### src/kms_pkg.sv
// ----------------------------------------------------------------------------
// kms_pkg
// Shared constants and types for the keyboard matrix scanner: matrix size,
// command and pending-flag codes, and the item and result records.
// ----------------------------------------------------------------------------
`default_nettype none

package kms_pkg;

  localparam int ROWS       = 9;
  localparam int COLS       = 6;
  localparam int LINE_COUNT = 9;

  localparam int CMD_W  = 3;
  localparam int ROW_W  = 4;
  localparam int COL_W  = 3;
  localparam int SCAN_W = 8;
  localparam int NIB_W  = 4;

  localparam int IN_DATA_W  = 24;
  localparam int IN_USER_W  = 8;
  localparam int OUT_DATA_W = 16;

  typedef enum logic [CMD_W-1:0] {
    CMD_KEY_PRESS   = 3'd0,
    CMD_KEY_RELEASE = 3'd1,
    CMD_ON_PRESS    = 3'd2,
    CMD_ON_RELEASE  = 3'd3,
    CMD_LINES       = 3'd4
  } kms_cmd_t;

  typedef enum logic [1:0] {
    PEND_NONE  = 2'd0,
    PEND_SET   = 2'd1,
    PEND_CLEAR = 2'd2
  } kms_pend_t;

  typedef struct packed {
    logic [CMD_W-1:0]      cmd;
    logic [ROW_W-1:0]      row;
    logic [COL_W-1:0]      col;
    logic [LINE_COUNT-1:0] lines;
    logic                  cpu_shutdown;
    logic                  key_scan_enabled;
    logic                  irq_enabled;
  } kms_item_t;

  typedef struct packed {
    logic [NIB_W-1:0] in_low;
    logic [NIB_W-1:0] in_high;
    logic             on_line;
    logic             wake;
    logic             irq_request;
    kms_pend_t        pending_action;
  } kms_result_t;

endpackage

`default_nettype wire

### src/kms_in_stage.sv
// ----------------------------------------------------------------------------
// kms_in_stage
// Input register: captures one transaction and holds it until the core
// consumes it.
// ----------------------------------------------------------------------------
`default_nettype none

module kms_in_stage
  import kms_pkg::*;
(
  input  wire logic                 clk,
  input  wire logic                 rst_n,
  input  wire logic                 in_tvalid,
  output logic                      in_tready,
  input  wire logic [IN_DATA_W-1:0] in_tdata,
  input  wire logic [IN_USER_W-1:0] in_tuser,
  input  wire logic                 advance,
  output logic                      item_valid,
  output kms_item_t                 item
);

  logic      valid_r;
  logic      valid_nxt;
  kms_item_t item_r;
  kms_item_t item_nxt;
  logic      take;

  assign in_tready = !valid_r || advance;
  assign take      = in_tvalid && in_tready;

  always_comb begin
    valid_nxt = valid_r;
    if (take) begin
      valid_nxt = 1'b1;
    end else if (advance) begin
      valid_nxt = 1'b0;
    end
  end

  always_comb begin
    item_nxt                  = item_r;
    if (take) begin
      item_nxt.cmd              = in_tuser[CMD_W-1:0];
      item_nxt.row              = in_tdata[3:0];
      item_nxt.col              = in_tdata[6:4];
      item_nxt.lines            = in_tdata[15:7];
      item_nxt.cpu_shutdown     = in_tdata[16];
      item_nxt.key_scan_enabled = in_tdata[17];
      item_nxt.irq_enabled      = in_tdata[18];
    end
  end

  always_ff @(posedge clk) begin
    if (!rst_n) begin
      valid_r <= 1'b0;
    end else begin
      valid_r <= valid_nxt;
    end
  end

  always_ff @(posedge clk) begin
    item_r <= item_nxt;
  end

  assign item_valid = valid_r;
  assign item       = item_r;

endmodule

`default_nettype wire

### src/kms_core.sv
// ----------------------------------------------------------------------------
// kms_core
// Key matrix state, rescan OR tree and wake/interrupt/pending flag logic.
// ----------------------------------------------------------------------------
`default_nettype none

module kms_core
  import kms_pkg::*;
(
  input  wire logic       clk,
  input  wire logic       rst_n,
  input  wire logic       fire,
  input  wire kms_item_t  item,
  output kms_result_t     result
);

  logic [COLS-1:0]              matrix_r   [ROWS];
  logic [COLS-1:0]              matrix_nxt [ROWS];
  logic                         on_r;
  logic                         on_nxt;
  logic [SCAN_W-1:0]            scan_r;
  logic [SCAN_W-1:0]            scan_nxt;
  logic [COLS-1:0]              col_bits;
  logic [ROWS+LINE_COUNT-1:0]   lines_ext;
  logic [COLS-1:0]              acc;
  logic [SCAN_W-1:0]            scan_new;
  logic                         is_key;
  logic                         is_press;
  logic                         was_none;
  logic                         any_now;

  assign is_press  = (item.cmd == CMD_KEY_PRESS);
  assign is_key    = is_press || (item.cmd == CMD_KEY_RELEASE);
  assign lines_ext = {{ROWS{1'b0}}, item.lines};
  assign was_none  = (scan_r == '0) && !on_r;

  // Column decode; an out-of-range column gives no bit, so the write drops.
  always_comb begin
    for (int c = 0; c < COLS; c++) begin
      col_bits[c] = (item.col == COL_W'(c));
    end
  end

  // Apply the key write, then OR every row whose output line is high.
  always_comb begin
    acc = '0;
    for (int r = 0; r < ROWS; r++) begin
      matrix_nxt[r] = matrix_r[r];
      if (is_key && (item.row == ROW_W'(r))) begin
        if (is_press) begin
          matrix_nxt[r] = matrix_r[r] | col_bits;
        end else begin
          matrix_nxt[r] = matrix_r[r] & ~col_bits;
        end
      end
      if (lines_ext[r]) begin
        acc = acc | matrix_nxt[r];
      end
    end
    scan_new = SCAN_W'(acc);
  end

  assign any_now = (scan_new != '0) || on_r;

  always_comb begin
    on_nxt                = on_r;
    scan_nxt              = scan_r;
    result.wake           = 1'b0;
    result.irq_request    = 1'b0;
    result.pending_action = PEND_NONE;
    case (item.cmd)
      CMD_KEY_PRESS: begin
        scan_nxt = scan_new;
        if (was_none && any_now) begin
          result.wake = item.cpu_shutdown;
          if (item.key_scan_enabled) begin
            if (item.irq_enabled) begin
              result.irq_request    = 1'b1;
              result.pending_action = PEND_CLEAR;
            end else begin
              result.pending_action = PEND_SET;
            end
          end
        end else if (!any_now) begin
          result.pending_action = PEND_CLEAR;
        end
      end
      CMD_KEY_RELEASE: begin
        scan_nxt = scan_new;
        if (!any_now) begin
          result.pending_action = PEND_CLEAR;
        end
      end
      CMD_ON_PRESS: begin
        on_nxt = 1'b1;
        if (!on_r) begin
          result.wake        = item.cpu_shutdown;
          result.irq_request = item.irq_enabled;
        end
      end
      CMD_ON_RELEASE: begin
        on_nxt = 1'b0;
      end
      CMD_LINES: begin
        scan_nxt = scan_new;
      end
      default: begin
      end
    endcase
    result.in_low  = scan_nxt[NIB_W-1:0];
    result.in_high = scan_nxt[SCAN_W-1:NIB_W];
    result.on_line = on_nxt;
  end

  always_ff @(posedge clk) begin
    if (!rst_n) begin
      on_r   <= 1'b0;
      scan_r <= '0;
      for (int r = 0; r < ROWS; r++) begin
        matrix_r[r] <= '0;
      end
    end else if (fire) begin
      on_r   <= on_nxt;
      scan_r <= scan_nxt;
      if (is_key) begin
        for (int r = 0; r < ROWS; r++) begin
          matrix_r[r] <= matrix_nxt[r];
        end
      end
    end
  end

endmodule

`default_nettype wire

### src/kms_out_stage.sv
// ----------------------------------------------------------------------------
// kms_out_stage
// Result register: holds a finished result until the receiver takes it.
// ----------------------------------------------------------------------------
`default_nettype none

module kms_out_stage
  import kms_pkg::*;
(
  input  wire logic                  clk,
  input  wire logic                  rst_n,
  input  wire logic                  load,
  input  wire kms_result_t           result,
  output logic                       advance,
  output logic                       out_tvalid,
  input  wire logic                  out_tready,
  output logic [OUT_DATA_W-1:0]      out_tdata
);

  logic        valid_r;
  logic        valid_nxt;
  kms_result_t res_r;
  kms_result_t res_nxt;

  assign advance = !valid_r || out_tready;

  always_comb begin
    valid_nxt = valid_r;
    res_nxt   = res_r;
    if (load) begin
      valid_nxt = 1'b1;
      res_nxt   = result;
    end else if (out_tready) begin
      valid_nxt = 1'b0;
    end
  end

  always_ff @(posedge clk) begin
    if (!rst_n) begin
      valid_r <= 1'b0;
    end else begin
      valid_r <= valid_nxt;
    end
  end

  always_ff @(posedge clk) begin
    res_r <= res_nxt;
  end

  assign out_tvalid = valid_r;
  assign out_tdata  = {3'b000, 2'(res_r.pending_action), res_r.irq_request, res_r.wake,
                       res_r.on_line, res_r.in_high, res_r.in_low};

endmodule

`default_nettype wire

### src/keyboard_matrix_scanner.sv
// ----------------------------------------------------------------------------
// keyboard_matrix_scanner
// Emulated calculator keyboard matrix with rescan and key-event flags.
// ----------------------------------------------------------------------------
// Input channel (in_*): one transaction per command; in_tuser carries the
// command code, in_tdata the key position, output lines and CPU status.
// Result channel (out_*): exactly one transaction per command with the
// scanned input nibbles, the ON line and the wake/interrupt/pending flags.
// The input register loads at the accepting edge; the matrix update and OR
// tree then feed the result register once it can advance (result register
// empty or out_tready high).
// Throughput is one command per cycle while out_tready stays high; the row
// registers and the scan word update once per accepted command.
// Reset (rst_n low, synchronous) releases all keys and the ON key and
// clears the scanned input; both channels come up empty.
// When out_tready is low the result holds; the input register still takes
// one more transaction, then in_tready drops until the result is taken.
// ----------------------------------------------------------------------------
`default_nettype none

module keyboard_matrix_scanner
  import kms_pkg::*;
(
  input  wire logic                  clk,
  input  wire logic                  rst_n,
  input  wire logic                  in_tvalid,
  output logic                       in_tready,
  // [3:0] row, [6:4] col, [15:7] out_lines, [16] cpu_shutdown,
  // [17] key_scan_enabled, [18] irq_enabled, [23:19] zero
  input  wire logic [IN_DATA_W-1:0]  in_tdata,
  // [2:0] command, [7:3] zero
  input  wire logic [IN_USER_W-1:0]  in_tuser,
  output logic                       out_tvalid,
  input  wire logic                  out_tready,
  // [3:0] in_low, [7:4] in_high, [8] on_line, [9] wake, [10] irq_request,
  // [12:11] pending_action, [15:13] zero
  output logic [OUT_DATA_W-1:0]      out_tdata
);

  logic        advance;
  logic        item_valid;
  logic        fire;
  kms_item_t   item;
  kms_result_t result;

  assign fire = item_valid && advance;

  kms_in_stage u_in (
    .clk        (clk),
    .rst_n      (rst_n),
    .in_tvalid  (in_tvalid),
    .in_tready  (in_tready),
    .in_tdata   (in_tdata),
    .in_tuser   (in_tuser),
    .advance    (advance),
    .item_valid (item_valid),
    .item       (item)
  );

  kms_core u_core (
    .clk    (clk),
    .rst_n  (rst_n),
    .fire   (fire),
    .item   (item),
    .result (result)
  );

  kms_out_stage u_out (
    .clk        (clk),
    .rst_n      (rst_n),
    .load       (fire),
    .result     (result),
    .advance    (advance),
    .out_tvalid (out_tvalid),
    .out_tready (out_tready),
    .out_tdata  (out_tdata)
  );

`ifndef SYNTHESIS
  // An empty result register must never block the input side.
  a_ready_when_empty: assert property (@(posedge clk) disable iff (!rst_n)
    !out_tvalid |-> in_tready)
    else $error("in_tready low with empty result register");

  a_pend_code: assert property (@(posedge clk) disable iff (!rst_n)
    out_tvalid |-> (out_tdata[12:11] != 2'd3))
    else $error("undefined pending_action code");

  // An interrupt is never raised together with setting pending.
  a_irq_vs_pend: assert property (@(posedge clk) disable iff (!rst_n)
    (out_tvalid && out_tdata[10]) |-> (out_tdata[12:11] != 2'(PEND_SET)))
    else $error("irq_request with pending set");

  a_load_shows: assert property (@(posedge clk) disable iff (!rst_n)
    fire |=> out_tvalid)
    else $error("accepted command produced no result");
`endif

endmodule

`default_nettype wire
### config.mk
export PLATFORM = sky130hd
export DESIGN_NAME = keyboard_matrix_scanner
export DESIGN_NICKNAME = d
export VERILOG_FILES = /design/src/kms_pkg.sv /design/src/kms_in_stage.sv /design/src/kms_core.sv /design/src/kms_out_stage.sv /design/src/keyboard_matrix_scanner.sv
export SDC_FILE = /design/constraint.sdc
export NUM_CORES = 1
export LEC_CHECK = 0
export BUFFER_PORTS_ARGS = -buffer_cell sky130_fd_sc_hd__clkbuf_2
export CAP_MARGIN = 40
export CELL_PAD_IN_SITES_DETAIL_PLACEMENT = 1
export CELL_PAD_IN_SITES_GLOBAL_PLACEMENT = 2
export CORE_ASPECT_RATIO = 1.75
export CORE_MARGIN = 5
export CORE_UTILIZATION = 36
export DETAILED_ROUTE_END_ITERATION = 8
export HOLD_SLACK_MARGIN = 0.1
export PLACE_DENSITY_LB_ADDON = 0.1
export SYNTH_ARGS = -nofsm -noshare
export SYNTH_HDL_FRONTEND = slang
export SYNTH_SLANG_ARGS = --single-unit
### constraint.sdc
create_clock -name clk -period 2.9 [get_ports clk]
set_input_delay 0.435 -clock clk [delete_from_list [all_inputs] [get_ports clk]]
set_output_delay 0.435 -clock clk [all_outputs]
set_load 0.01 [all_outputs]
==> results.tsv <==
metric	value	unit
antenna_found_initial	0	
critPathCaptureType	flop	
cts-htree-levels	3	
worstHoldStart	in_tdata[10]	
cp.arrival	3110	ps
ys_types	54	
dp_hpwl	12.4	mm
dp.cells	736	
worst-r2r-cell-count	8	
layout.nets	606	
cts_made_buffers	9	
violations	setup timing	
setup_viol_count_final	6	
skew	11.9	ps
rr_startpoint	u_in.item[17]	
worstSetupPathType	flop to flop	
cts_sinks	100	
place_congestion	0.836	
p_per_area	492	nW/um^2
syn_area	5380	um^2
start_util	36.4	%
grt_max_degree	55	
rsz0062_at_grt	yes	
portBuffers	40	
rows	59	
syn_to_final_growth	29.2	%
max_freq	0.331	GHz
fin_ws	-121	ps
min_period	3020	ps
p_leak	2.69	nW
hold_class	primary input to flop	
path_cells	or4_4, buf_12, nor3_4, mux2_4, a222oi_1, and3_1, and4b_4, a21oi_1	
clk_latency	350	ps
max-cap-violations	0	
seq_area_frac_synth	53.8	%
pin_count	54	
cts_tree	yes	
hold_path_depth	1	
avgSynthCellArea	11.7	um^2
crit_fanout	14	
routed_wl	16.7	mm
clkTransAtPathRegs	80	ps
ctsHoldBuffers	0	
drt-pass1-iter-count	4	
fin_cells	758	
max_stage_delay	550	ps
min_to	u_in.item[6]	
grt_use_total	19.9	%
finalHoldViolCount	0	
max_slew_margin	59.7	%
ys_warn_count	0	
die_area	17600	um^2
drc_errors	0	
status	finished with violations	
cts_root_buf	clkbuf_16	
r2r_slack	-120	ps
place_worst_setup_slack	-266	ps
filler_cell_count	1627	
dieHeight	172	um
via_per_inst	5.43	
r2r_end	u_out.out_tdata[10]	
synth_seq_cells	100	
n_antenna_cell	0	
die_w	102	um
utilization	47.1	%
dominantRegCellSynth	edfxtp_1	
seq_area	2890	um^2
crit_start	u_in.item[17]	
overflow	0	
path_buf_inv	1	
multi_input_area	2520	um^2
required	2990	ps
grt_pass1_wl	25.9	mm
worst_pin_slew	599	ps
synth_edf_count	89	
fin_crit_sh	104	%
synth_cells	458	
grt_pass1_vias	4546	
wire_per_inst	22.0	um
core_area	14800	um^2
vdd.ir_drop.worst	254	uV
maxSlewViolCount	0	
clockBufferDepth	2	
critical_path.top_delay_family	simple AND/OR/NAND/NOR gates	
ant_nets	0	
fin_tns_setup	-530	ps
drive_above_1_share	41.2	%
cp.depth	8	
drt_iter0_drc	151	
cp_slowest_cell	or4_4	
synthArstFlopShare	0	%
vias	4116	
critPathLaunchType	flop	
timing.hold.ws	252	ps
==> Yosys cell counts (8+ instances only) <==
library cell / n / area share, %
edfxtp_1: 89 / 50
nor2b_1: 39 / 4.5
mux2_2: 34 / 7.1
nand2_1: 28 / 2.0
nand3_1: 26 / 2.4
a21oi_1: 25 / 2.3
mux2i_1: 25 / 4.7
nor2_1: 23 / 1.6
nor3_1: 23 / 2.1
clkbuf_1: 21 / 1.5
dfxtp_1: 11 / 4.1
nand4_1: 11 / 1.3
buf_2: 8 / 0.74
==> timing repair <==
item                                   in CTS  in global routing
gates resized for setup                    21                 26
pin swaps                                   8                  7
buffers inserted                            4                  3
setup endpoints to repair                  11                 13
endpoints found under the hold margin       0                  0
==> layout by cell type, fill, tap and decap left out, drive strengths merged, types with 3 or more instances in the layout <==
| cell | instances |
|---|---|
| buf | 94 |
| edfxtp | 89 |
| clkbuf | 49 |
| nor2b | 39 |
| mux2 | 34 |
| nand2 | 28 |
| nand3 | 28 |
| mux2i | 25 |
| a21oi | 25 |
| nor3 | 25 |
| nor2 | 23 |
| inv | 12 |
| nand4 | 11 |
| dfxtp | 11 |
| o31ai | 9 |
| nor3b | 6 |
| a22oi | 6 |
| a2111oi | 6 |
| and3 | 5 |
| a221oi | 5 |
| and2 | 4 |
| o21ai | 3 |
| o211a | 3 |
| conb | 3 |
| nor4 | 3 |
==> metal layers <==
layer / up-vias / GRT usage, % / wire length (um) / part of all wire (%)
met4: 0 / 8.11 / 542 / 3.2
met2: 71 / 37.4 / 9470 / 57
met1: 2067 / 22.0 / 6330 / 38
met5: - / 0 / 0 / 0
met3: 26 / 2.52 / 359 / 2.1
li1: 1952 / - / - / -
==> worst register-to-register path: cells and delay by family (launching register included) <==
kind / cells / cell delay, ps
buffers and inverters: 1 / 170
AO/OA/AOI/OAI: 2 / 510
AND/OR/NAND/NOR: 4 / 1330
flip-flops: 1 / 430
multiplexers: 1 / 320
==> worst max-delay path by stage <==
stage                                     end  slack (ps)
after global routing       u_out.out_tdata[9]        -210
after global placement     u_out.out_tdata[9]        -250
after detailed placement  u_out.out_tdata[11]        -270
after floorplan           u_out.out_tdata[10]          30
after CTS                 u_out.out_tdata[11]        -180
final                     u_out.out_tdata[10]        -120
==> area by class of cell <==
type,count,area share (%)
multi-input cells,318,36.3
repair buffers,134,13.9
well taps,183,3.29
inverters,7,0.378
clock inverters,7,1.26
clock buffers,9,3.24
flip-flops and latches,100,41.6
==> kinds of logic after synthesis <==
group / after synthesis / share of synthesized area [%]
multiplexers: 59 / 11.8
buffers and inverters: 42 / 3.75
AO/OA/AOI/OAI: 67 / 10.2
flip-flops: 100 / 53.8
other: 1 / 0.0697
AND/OR/NAND/NOR: 189 / 20.4
==> sequential cells by signal (all words and copies together), names as in the netlist <==
register          cells
u_core.on_r           1
u_core.scan_r         8
u_out.out_tvalid      1
u_out.out_tdata      13
u_in.item            22
u_in.item_valid       1
u_core.matrix_r      54
==> where the power goes <==
| part | total [W] | internal (W) | switching (W) |
|---|---|---|---|
| Combinational | 0.000425 | 0.000190 | 0.000235 |
| Sequential | 0.00169 | 0.00164 | 0.0000527 |
| Clock | 0.00130 | 0.000694 | 0.000606 |
| Total | 0.00342 | 0.00253 | 0.000893 |
==> through the flow <==
| stage | power [W] | area [um^2] |
|---|---|---|
| detailed placement | 0.00212 | 6350 |
| finish | 0.00342 | 6950 |
| floorplan | 0.00191 | 5390 |
| global route | 0.00354 | 6950 |
| global placement | 0.00211 | 6350 |
| CTS | 0.00343 | 6790 |
No activity file was read; power rests on OpenSTA's default activity.
